==> src/hdl/bph_pkg.sv <==
// bph_pkg: shared types, state and event codes and register defaults
// for the button press/hold/repeat block
// no dependencies
package bph_pkg;

  localparam int BUTTON_COUNT = 4;
  localparam int BTN_AW = (BUTTON_COUNT > 1) ? $clog2(BUTTON_COUNT) : 1;
  localparam int CNT_W = $clog2(BUTTON_COUNT + 1);
  localparam int RAW_W = 4;
  localparam int TICK_W = 16;
  localparam int CFG_AW = 2;
  localparam int ST_W = 3;
  localparam int EV_W = 3;
  localparam int IDX_W = 2;

  typedef logic [BTN_AW-1:0] btn_addr_t;
  typedef logic [CNT_W-1:0] btn_cnt_t;
  typedef logic [BUTTON_COUNT-1:0] btn_vec_t;
  typedef logic [IDX_W-1:0] idx_t;
  typedef logic [TICK_W-1:0] tick_t;
  typedef logic [ST_W-1:0] st_t;
  typedef logic [EV_W-1:0] ev_t;

  // button states
  localparam st_t ST_IDLE = 3'd0;
  localparam st_t ST_DEBOUNCE = 3'd1;
  localparam st_t ST_PRESSED = 3'd2;
  localparam st_t ST_HELD = 3'd3;
  localparam st_t ST_REPEAT = 3'd4;

  // event codes
  localparam ev_t EV_PRESSED = 3'd0;
  localparam ev_t EV_PRESS_RELEASED = 3'd1;
  localparam ev_t EV_HELD = 3'd2;
  localparam ev_t EV_HOLD_RELEASED = 3'd3;
  localparam ev_t EV_REPEAT = 3'd4;

  // register indexes
  localparam logic [CFG_AW-1:0] REG_DEBOUNCE = 2'd0;
  localparam logic [CFG_AW-1:0] REG_HOLD = 2'd1;
  localparam logic [CFG_AW-1:0] REG_REPEAT = 2'd2;
  localparam logic [CFG_AW-1:0] REG_ACTIVE_LOW = 2'd3;

  // register reset values
  localparam tick_t DEBOUNCE_RST = 16'd5;
  localparam tick_t HOLD_RST = 16'd100;
  localparam tick_t REPEAT_RST = 16'd20;
  localparam logic ACTIVE_LOW_RST = 1'b1;

  localparam tick_t TICK_MAX = '1;

  // per-button entry held in the state memory
  typedef struct packed {
    logic  prev_active;
    st_t   state;
    st_t   prior;
    tick_t elapsed;
  } entry_t;

  localparam int ENTRY_W = $bits(entry_t);
  localparam entry_t ENTRY_RST = '{prev_active: 1'b0, state: ST_IDLE, prior: ST_IDLE,
                                   elapsed: '0};

  // durations handed to the step logic
  typedef struct packed {
    tick_t debounce;
    tick_t hold;
    tick_t rpt;
  } dur_t;

  // outcome of one button step
  typedef struct packed {
    entry_t entry;
    logic   ev_valid;
    ev_t    ev_code;
  } step_res_t;

endpackage

==> src/hdl/bph_ram.sv <==
// bph_ram: generic single write port, single read port ram with registered read
// no dependencies
module bph_ram #(
  parameter int WIDTH = 8,
  parameter int DEPTH = 4
) (
  input  logic                                      clk,
  input  logic                                      we,
  input  logic [((DEPTH > 1) ? $clog2(DEPTH) : 1)-1:0] waddr,
  input  logic [WIDTH-1:0]                          wdata,
  input  logic                                      re,
  input  logic [((DEPTH > 1) ? $clog2(DEPTH) : 1)-1:0] raddr,
  output logic [WIDTH-1:0]                          rdata
);

  logic [WIDTH-1:0] mem [DEPTH];

  always_ff @(posedge clk) begin
    if (we) begin
      mem[waddr] <= wdata;
    end
    if (re) begin
      rdata <= mem[raddr];
    end
  end

endmodule

==> src/hdl/bph_step.sv <==
// bph_step: next state, timer and event of one button for one poll tick
// depends on bph_pkg
module bph_step (
  input  bph_pkg::entry_t    cur,
  input  logic               act,
  input  bph_pkg::dur_t      dur,
  output bph_pkg::step_res_t res
);

  logic           rising;
  logic           falling;
  logic           starting;
  bph_pkg::tick_t el_t;
  bph_pkg::tick_t limit;
  logic           expired;

  always_comb begin
    rising = act & ~cur.prev_active;
    falling = ~act & cur.prev_active;
    starting = (cur.state != cur.prior);

    // timer start clears, otherwise count up and saturate
    if (starting) begin
      el_t = '0;
    end else if (cur.elapsed == bph_pkg::TICK_MAX) begin
      el_t = cur.elapsed;
    end else begin
      el_t = cur.elapsed + 1'b1;
    end

    case (cur.state) inside
      bph_pkg::ST_PRESSED, bph_pkg::ST_HELD: limit = dur.hold;
      bph_pkg::ST_REPEAT: limit = dur.rpt;
      default: limit = dur.debounce;
    endcase
    expired = (el_t >= limit);

    res.entry.prev_active = act;
    res.entry.state = cur.state;
    res.entry.prior = cur.state;
    res.entry.elapsed = cur.elapsed;
    res.ev_valid = 1'b0;
    res.ev_code = bph_pkg::EV_PRESSED;

    unique case (cur.state)
      bph_pkg::ST_IDLE: begin
        if (rising) begin
          res.entry.state = bph_pkg::ST_DEBOUNCE;
        end
      end
      bph_pkg::ST_DEBOUNCE: begin
        res.entry.elapsed = el_t;
        if (falling) begin
          res.entry.state = bph_pkg::ST_IDLE;
        end else if (expired) begin
          res.entry.state = bph_pkg::ST_PRESSED;
          res.ev_valid = 1'b1;
          res.ev_code = bph_pkg::EV_PRESSED;
        end
      end
      bph_pkg::ST_PRESSED: begin
        res.entry.elapsed = el_t;
        if (falling) begin
          res.entry.state = bph_pkg::ST_IDLE;
          res.ev_valid = 1'b1;
          res.ev_code = bph_pkg::EV_PRESS_RELEASED;
        end else if (expired) begin
          res.entry.state = bph_pkg::ST_HELD;
          res.ev_valid = 1'b1;
          res.ev_code = bph_pkg::EV_HELD;
        end
      end
      bph_pkg::ST_HELD: begin
        res.entry.elapsed = el_t;
        if (falling) begin
          res.entry.state = bph_pkg::ST_IDLE;
          res.ev_valid = 1'b1;
          res.ev_code = bph_pkg::EV_HOLD_RELEASED;
        end else if (expired) begin
          res.entry.state = bph_pkg::ST_REPEAT;
          res.ev_valid = 1'b1;
          res.ev_code = bph_pkg::EV_REPEAT;
        end
      end
      bph_pkg::ST_REPEAT: begin
        res.entry.elapsed = el_t;
        if (falling) begin
          res.entry.state = bph_pkg::ST_IDLE;
          res.ev_valid = 1'b1;
          res.ev_code = bph_pkg::EV_HOLD_RELEASED;
        end else if (expired) begin
          // repeat restarts its timer on the same step
          res.entry.elapsed = '0;
          res.ev_valid = 1'b1;
          res.ev_code = bph_pkg::EV_REPEAT;
        end
      end
      default: begin
        // unused state codes hold still
      end
    endcase
  end

endmodule

==> src/hdl/button_press_hold_repeat_fsm.sv <==
// button_press_hold_repeat_fsm: top level, debounce / hold / auto-repeat per button
// depends on bph_pkg, bph_ram, bph_step
//
// channel  dir  handshake        payload
// s_axis   in   tvalid/tready    tdata[3:0] raw_levels
// m_axis   out  tvalid/tready    tdata[1:0] button_index, tdata[4:2] event_code,
//                                tlast last_event
// cfg      in   cfg_we           cfg_addr register index, cfg_wdata value
//
// a poll tick request issues the first state read when it is accepted, then
// takes each button in turn through the read-modify-write of the state ram,
// then closes the tick; the single state ram read port serializes the buttons
// reset clears the per-button valid bits at once, so there is no clearing pass
// events wait in a pending register until the next event or the end of the
// tick settles their last flag; a stalled output only holds the sequencer
// when the pending event has to move into a full output register
module button_press_hold_repeat_fsm (
  input  logic                       clk,
  input  logic                       rst,
  input  logic                       s_tvalid,
  output logic                       s_tready,
  input  logic [7:0]                 s_tdata,   // [3:0] raw_levels
  output logic                       m_tvalid,
  input  logic                       m_tready,
  output logic [7:0]                 m_tdata,   // [1:0] button_index, [4:2] event_code
  output logic                       m_tlast,   // last_event
  input  logic                       cfg_we,
  input  logic [bph_pkg::CFG_AW-1:0] cfg_addr,
  input  logic [15:0]                cfg_wdata
);

  // configuration registers
  bph_pkg::dur_t dur;
  logic          active_low;

  always_ff @(posedge clk) begin
    if (rst) begin
      dur.debounce <= bph_pkg::DEBOUNCE_RST;
      dur.hold <= bph_pkg::HOLD_RST;
      dur.rpt <= bph_pkg::REPEAT_RST;
      active_low <= bph_pkg::ACTIVE_LOW_RST;
    end else if (cfg_we) begin
      unique case (cfg_addr)
        bph_pkg::REG_DEBOUNCE: dur.debounce <= cfg_wdata;
        bph_pkg::REG_HOLD: dur.hold <= cfg_wdata;
        bph_pkg::REG_REPEAT: dur.rpt <= cfg_wdata;
        bph_pkg::REG_ACTIVE_LOW: active_low <= cfg_wdata[0];
        default: begin
        end
      endcase
    end
  end

  // sequencer state
  logic                   busy;
  logic                   rd_v;       // ram output holds entry of button mb
  bph_pkg::btn_addr_t     mb;         // button being modified
  bph_pkg::btn_cnt_t      nxt;        // next button to read
  logic [bph_pkg::RAW_W-1:0] levels;
  bph_pkg::btn_vec_t      vld;        // entry written since reset
  logic                   vld_q;      // valid bit of the entry being modified

  // pending event, last flag not yet known
  logic                   pend_v;
  bph_pkg::idx_t          pend_idx;
  bph_pkg::ev_t           pend_code;

  // output register
  logic                   out_v;
  bph_pkg::idx_t          out_idx;
  bph_pkg::ev_t           out_code;
  logic                   out_last;

  logic                   acc;
  logic                   out_free;
  logic                   stall;
  logic                   adv;
  logic                   issue;
  logic                   finish;
  bph_pkg::btn_addr_t     rd_addr;
  bph_pkg::btn_vec_t      lvl_ext;
  logic                   act;
  bph_pkg::entry_t        rdata_raw;
  bph_pkg::entry_t        cur;
  bph_pkg::step_res_t     res;

  assign acc = s_tvalid && s_tready;
  assign s_tready = !busy;
  assign out_free = !out_v || m_tready;

  // a second event of the tick must push the pending one out
  assign stall = res.ev_valid && pend_v && !out_free;
  assign adv = rd_v && !stall;
  assign issue = acc || (busy && (!rd_v || adv) && (nxt < bph_pkg::CNT_W'(bph_pkg::BUTTON_COUNT)));
  assign rd_addr = acc ? '0 : nxt[bph_pkg::BTN_AW-1:0];
  assign finish = busy && !rd_v && (nxt == bph_pkg::CNT_W'(bph_pkg::BUTTON_COUNT))
                  && (!pend_v || out_free);

  // buttons above the input width read level zero
  assign lvl_ext = bph_pkg::btn_vec_t'(levels);
  assign act = active_low ? ~lvl_ext[mb] : lvl_ext[mb];
  assign cur = vld_q ? rdata_raw : bph_pkg::ENTRY_RST;

  bph_ram #(
    .WIDTH(bph_pkg::ENTRY_W),
    .DEPTH(bph_pkg::BUTTON_COUNT)
  ) u_state_ram (
    .clk  (clk),
    .we   (adv),
    .waddr(mb),
    .wdata(res.entry),
    .re   (issue),
    .raddr(rd_addr),
    .rdata(rdata_raw)
  );

  bph_step u_step (
    .cur(cur),
    .act(act),
    .dur(dur),
    .res(res)
  );

  always_ff @(posedge clk) begin
    if (rst) begin
      busy <= 1'b0;
      rd_v <= 1'b0;
      nxt <= '0;
      vld <= '0;
      pend_v <= 1'b0;
      out_v <= 1'b0;
    end else begin
      if (acc) begin
        busy <= 1'b1;
        levels <= s_tdata[bph_pkg::RAW_W-1:0];
        nxt <= bph_pkg::btn_cnt_t'(1);
      end else if (issue) begin
        nxt <= nxt + 1'b1;
      end
      if (finish) begin
        busy <= 1'b0;
      end

      if (issue) begin
        rd_v <= 1'b1;
        mb <= rd_addr;
        vld_q <= vld[rd_addr];
      end else if (adv) begin
        rd_v <= 1'b0;
      end

      if (adv) begin
        vld[mb] <= 1'b1;
      end

      // pending and output registers
      if (adv && res.ev_valid) begin
        pend_v <= 1'b1;
        pend_idx <= bph_pkg::idx_t'(mb);
        pend_code <= res.ev_code;
      end else if (finish) begin
        pend_v <= 1'b0;
      end

      if ((adv && res.ev_valid && pend_v) || (finish && pend_v)) begin
        out_v <= 1'b1;
        out_idx <= pend_idx;
        out_code <= pend_code;
        out_last <= finish;
      end else if (m_tready) begin
        out_v <= 1'b0;
      end
    end
  end

  assign m_tvalid = out_v;
  assign m_tdata = {3'b000, out_code, out_idx};
  assign m_tlast = out_last;

endmodule
==> config.mk <==
export PLATFORM = sky130hd
export DESIGN_NAME = button_press_hold_repeat_fsm
export DESIGN_NICKNAME = d
export VERILOG_FILES = /design/src/hdl/bph_pkg.sv /design/src/hdl/bph_ram.sv /design/src/hdl/bph_step.sv /design/src/hdl/button_press_hold_repeat_fsm.sv
export SDC_FILE = /design/constraint.sdc
export NUM_CORES = 1
export LEC_CHECK = 0
export BUFFER_PORTS_ARGS = -buffer_cell sky130_fd_sc_hd__buf_4
export CORE_AREA = 2 2 152 154
export DETAILED_ROUTE_END_ITERATION = 12
export DIE_AREA = 0 0 154 156
export GPL_ROUTABILITY_DRIVEN = 0
export MAX_ROUTING_LAYER = met4
export PLACE_DENSITY = 0.55
export SETUP_SLACK_MARGIN = 0.05
export SLEW_MARGIN = 20
export SYNTH_ARGS = -nofsm -noshare
export SYNTH_HDL_FRONTEND = slang
export SYNTH_SLANG_ARGS = --single-unit
export TNS_END_PERCENT = 30
==> constraint.sdc <==
create_clock -name clk -period 13.2 [get_ports clk]
set_clock_uncertainty 0.1 [all_clocks]
set_input_delay 3.96 -clock clk [delete_from_list [all_inputs] [get_ports clk]]
set_output_delay 3.96 -clock clk [all_outputs]
set_load 0.05 [all_outputs]
## Yosys cells after proc, flatten, opt, wreduce, memory -nomap -nowiden

Memories as Yosys holds them, arrays and structs flattened. A register that Yosys moved wholly into a read port is not among the register bits.
Cells that the tools add are included.
Widths: inputs -> output; s select.

| storage, ports and cells | value |
|---|---|
| register bits after elaboration | 78 |
| RAM bits | 92 |
| input port bits | 31 |
| memories | 1 |

| cells by class | value |
|---|---|
| add/subtract/negate cells | 2 |
| magnitude comparators | 5 |
| eq/ne operators | 10 |
| muxes and demuxes | 42 |
| bitwise gates (word level) | 7 |
| reductions and logical operators | 41 |

Memory list:

| memory | depth | bits a word | rd ports | clocked after memory_dff | write ports | RTL line | RTL |
|---|---|---|---|---|---|---|---|
| u_state_ram.mem | 4 | 23 | 1 | 1 | 1 | bph_ram.sv:16 | `logic [WIDTH-1:0] mem [DEPTH];` |

Operator list:

| operator | number |
|---|---|
| $mux 16 | 5 |
| $pmux 20 s4 | 1 |
| $mux 4 | 7 |
| $mux 3 | 8 |
| $mux 23 | 1 |
| $mux 20 | 1 |
| $add 16x1->16 const B | 1 |
| $eq 16x16->1 const B | 1 |
| $ge 16x16->1 | 1 |
| $reduce_and 2->1 | 8 |
| $pmux 3 s5 | 1 |
| $mux 1 | 14 |
| $logic_and 1x1->1 | 13 |
| $reduce_bool 2->1 | 4 |
| $eq 3x2->1 const B | 2 |
| $eq 3x3->1 const B | 2 |
| $logic_not 1->1 | 6 |
| $lt 2x3->1 const B | 2 |
| $reduce_or 2->1 | 3 |
| $logic_or 1x1->1 | 5 |
| $bmux 1 s2 | 2 |
| $eq 2x2->1 const B | 2 |
| $not 1->1 | 4 |
| $or 4x4->4 | 1 |
| 11 further kinds | 12 |

## Longest topological paths before layout

| depth | value |
|---|---|
| depth in word-level cells | 18 |
| mapped depth | 24 |
| gate-level depth less buffers | 18 |

## By module

From an unflattened synthesis, not the netlist that was laid out.

| unflattened totals | value |
|---|---|
| cells, all modules | 798 |
| area total of the unflattened synthesis | 9118.7 sq um |

By module, submodules not included:

| module | instances | cells an instance | area each (sq um) | sequential area each (sq um) |
|---|---|---|---|---|
| bph_ram | 1 | 147 | 4075.2 | 3453.3 |
| button_press_hold_repeat_fsm | 1 | 344 | 3123.0 | 1741.7 |
| bph_step | 1 | 307 | 1920.6 | 0.0 |

## Worst setup path before layout

OpenSTA, ideal clock, no wires.

| path | value |
|---|---|
| kind | input port to flip-flop |
| start | input port m_tready |
| end | memory u_state_ram.mem[2][0] (netlist name), enable pin |
| arrival time | 6.205 ns |
| data required time | 12.661 ns |
| path slack | 6.456 ns |
| cell stages on the path | 4 |
| cell sequence | nor2b_1 > and2_1 > o211a_1 > nor3b_1 |

| on the way | value |
|---|---|
| cells in the longest elaborated chain, start to end | 7 |

Ends and longest elaborated chain:

| what | RTL line | RTL |
|---|---|---|
| from (decl) | button_press_hold_repeat_fsm.sv:24 | `input logic m_tready,` |
| $logic_or 1x1->1 | button_press_hold_repeat_fsm.sv:89 | `assign out_free = !out_v \|\| m_tready;` |
| $logic_not 1->1 | button_press_hold_repeat_fsm.sv:92 | `assign stall = res.ev_valid && pend_v && !out_free;` |
| $logic_and 1x1->1 | button_press_hold_repeat_fsm.sv:92 |  |
| $logic_not 1->1 | button_press_hold_repeat_fsm.sv:93 | `assign adv = rd_v && !stall;` |
| $logic_and 1x1->1 | button_press_hold_repeat_fsm.sv:93 |  |
| $mux 1 | bph_ram.sv:19 | `if (we) begin` |
| $mux 1 (implied by the code) | bph_ram.sv:20 | `mem[waddr] <= wdata;` |
| to (decl) | bph_ram.sv:16 |  |

Every way passes these cells.

==> results_dict.tcl <==
set metrics [dict create \
    status "completed" \
    clk_pin_slew_worst_paths_ns 0.07 \
    critPathBufInv 2 \
    power_mw 1.39 \
    synth.distinct_cells 68 \
    worstMarginPinSlew_ns 0.741 \
    start_kind "register" \
    cts_tree "done" \
    syn_area_sq_um 8860 \
    worst-r2r-cell-count 18 \
    multi_input_area_sq_um 3430 \
    period_needed_ns 5.87 \
    powerDensity_nw_per_um2 139 \
    hold_path_class "register to register" \
    track_usage_pct 17.6 \
    synthTopCellsByCount "nand2_1, edfxtp_1, dfxtp_1, a21oi_1, clkbuf_1" \
    cp.depth 18 \
    crit_type "register to register" \
    io_pins 42 \
    critPathMaxFanout 44 \
    tns_ns 0 \
    synthTopCellsByArea "edfxtp_1, dfxtp_1, nand2_1" \
    cts_sinks 193 \
    core-area_sq_um 22400 \
    max-slew-margin-rel_pct 50.5 \
    io_buffers 34 \
    yosysMostFrequentCell "nand2_1" \
    cp-end-kind "register" \
    cts_resized 0 \
    gr-total-overflow 0 \
    cts_made_buffers 17 \
    drtIter0Drc 363 \
    crit_required_ns 13.27 \
    yosysWarnings 0 \
    crit_family "compound AO/OA/AOI/OAI gates" \
    dpl_cell_area_sq_um 9390 \
    finalInstanceArea_sq_um 10000 \
    worst_path_max_delay_cell "or4_1" \
    grt_max_degree 66 \
    synth_area_leader_cell "edfxtp_1" \
    htreeDepth 4 \
    path_cells "buf_4 > nand2_1 > inv_1 > ha_1 > nand4_1 > or4_1 > o2111ai_2 > or3_1 > nand3_1 > a21oi_1 > ha_1 > nand4_1 > nor2_1 > a221oi_1 > a21oi_2 > a21oi_2 > nand2_1 > o32ai_1" \
    grt_pass1_wl_microns 31600 \
    setup_violations 0 \
    min_path_cells 0 \
    via_per_inst 5.33 \
    dp_hpwl_microns 12200 \
    yosys.area.top_type_share_pct 45.1 \
    max_stage_delay_ns 0.68 \
    hold_viol_final 0 \
    antenna_found_initial 0 \
    synth-seq-cells 193 \
    detail-route-antenna-nets 0 \
    grt_pass1_vias 5869 \
    utilization_pct 44.7 \
    fp.dieH_microns 156 \
    drc 0 \
    p_leak_nw 3.55 \
    yosys_most_used_dff "edfxtp_1" \
    final_layout_size_suffix_gt1_share_pct 13.1 \
    clkLatencyLatePin_ns 0.43 \
    synth_cells 838 \
    initial_core_util_pct 39.6 \
    syn_avg_cell_area_sq_um 10.6 \
    synth_edf_count 133 \
    register_area_sq_um 5200 \
    ys_seq_area_share_pct 58.7 \
    wirelength_microns 19900 \
    cts-hold-fix-buffers 0 \
    die_x_microns 154 \
    post_cts_buffers 0 \
    clk_path_buf_depth 2 \
    wl_per_cell_microns 17.3 \
    dieArea_sq_um 24000 \
    nNetsFinal 905 \
    area_delta_synth_final_pct 12.9 \
    diodes 0 \
    async_reset_ff_share_pct 0 \
    fp-row-count 55 \
    arrival_ns 5.94 \
    vdd_drop_max_mv 0.0897 \
    drt-pass1-iter-count 5 \
    cap_violations 0 \
    fill_cells 2119 \
    fin_crit_sh_pct 44.5 \
    fmax_ghz 0.170 \
    rsz0062_at_grt "no" \
    via_count 6147 \
    cts-root-buf "clkbuf_16" \
    drv_slew 0 \
]
[power breakdown]
group | leakage [nW] | total [mW] | internal [mW] | switching (mW)
clock network | 0.308 | 0.521 | 0.298 | 0.223
logic | 1.50 | 0.165 | 0.0563 | 0.109
registers | 1.74 | 0.703 | 0.682 | 0.0205
[sequential cells by signal, indices dropped and copies added, names as in the netlist]
register	count
nxt	3
active_low	1
u_state_ram.mem	92
out_idx	2
mb	2
m_tvalid	1
rd_v	1
pend_code	3
pend_idx	2
levels	4
pend_v	1
out_code	3
dur	48
vld_q	1
m_tlast	1
u_state_ram.rdata	23
vld	4
busy	1
[placed cells by master, fill, tap and decap left out, types with 3 or more instances in the layout]
cell type	netlist	routed
nand2_1	203	202
edfxtp_1	133	133
dfxtp_1	60	59
a21oi_1	55	55
buf_4	4	48
o21ai_0	32	32
nor2_1	30	30
nor2b_1	27	27
a211oi_1	27	27
a31oi_1	26	26
mux2i_1	21	21
clkbuf_16	0	21
ha_1	19	19
nand3_1	13	13
nand3b_1	11	11
inv_1	11	11
and2_1	9	9
mux2_2	8	8
nand2b_1	7	7
nand4_1	7	7
xnor2_1	5	5
or3_1	4	4
and3_1	4	4
o21ba_2	4	4
o22ai_1	4	4
or2_2	4	4
nor3_1	6	4
o211ai_1	4	4
a22oi_1	3	3
o2bb2ai_1	3	3
a22o_1	3	3
nor3b_2	0	3
conb_1	1	3
inv_4	0	3
[final timing paths]
kind	startpoint	to	slack [ns]
worst max-delay path	vld_q	u_state_ram.mem[2][4]	7.33
worst min-delay path	pend_code[0]	out_code[0]	0.33
worst max register to register	vld_q	u_state_ram.mem[2][4]	7.33
worst min register to register	pend_code[0]	out_code[0]	0.33
[metal layers]
metal	part of all wire (%)	up-vias	track usage (%)
met3	3.6	12	3.03
li1	-	3040	-
met5	0	-	-
met1	47	2973	23.4
met2	48	122	28.2
met4	0.87	0	4.41
[stage by stage]
step | cells | hold slack, ns | worst slack (ns)
floorplan | 840 | 0.300 | 6.46
global placement | 1121 | 0.305 | 7.32
detailed placement | 1121 | 0.311 | 7.28
CTS | 1153 | 0.329 | 7.26
global route | 1153 | 0.334 | 6.79
finish | 1153 | 0.326 | 7.33
[final cells by class]
cell class                      count  share of cell area [%]
Timing Repair Buffer               48                    3.60
Inverter                           12                   0.451
Multi-Input combinational cell    583                    34.3
Sequential cell                   193                    52.0
Clock buffer                       23                    5.33
Clock inverter                      9                   0.764
Tap cell                          285                    3.57
[logic make-up after synthesis]
logic type      count (synthesis)  synth area share (%)
other cells                     1                0.0423
mux                            31                  3.81
flops                         193                  58.7
simple gates                  340                  17.7
fa+ha+maj                      19                  2.68
buf+inv                        64                  3.02
xor+xnor                        8                 0.876
compound gates                182                  13.2
[worst register-to-register path, cell delays in order, from the launching register on]
cell	delay, ns
edfxtp_1	0.32
buf_4	0.36
nand2_1	0.15
inv_1	0.15
ha_1	0.23
nand4_1	0.17
or4_1	0.68
o2111ai_2	0.36
or3_1	0.21
nand3_1	0.09
a21oi_1	0.25
ha_1	0.30
nand4_1	0.12
nor2_1	0.05
a221oi_1	0.57
a21oi_2	0.27
a21oi_2	0.60
nand2_1	0.19
o32ai_1	0.45
Note: power is estimated with default switching activity, not from simulation.
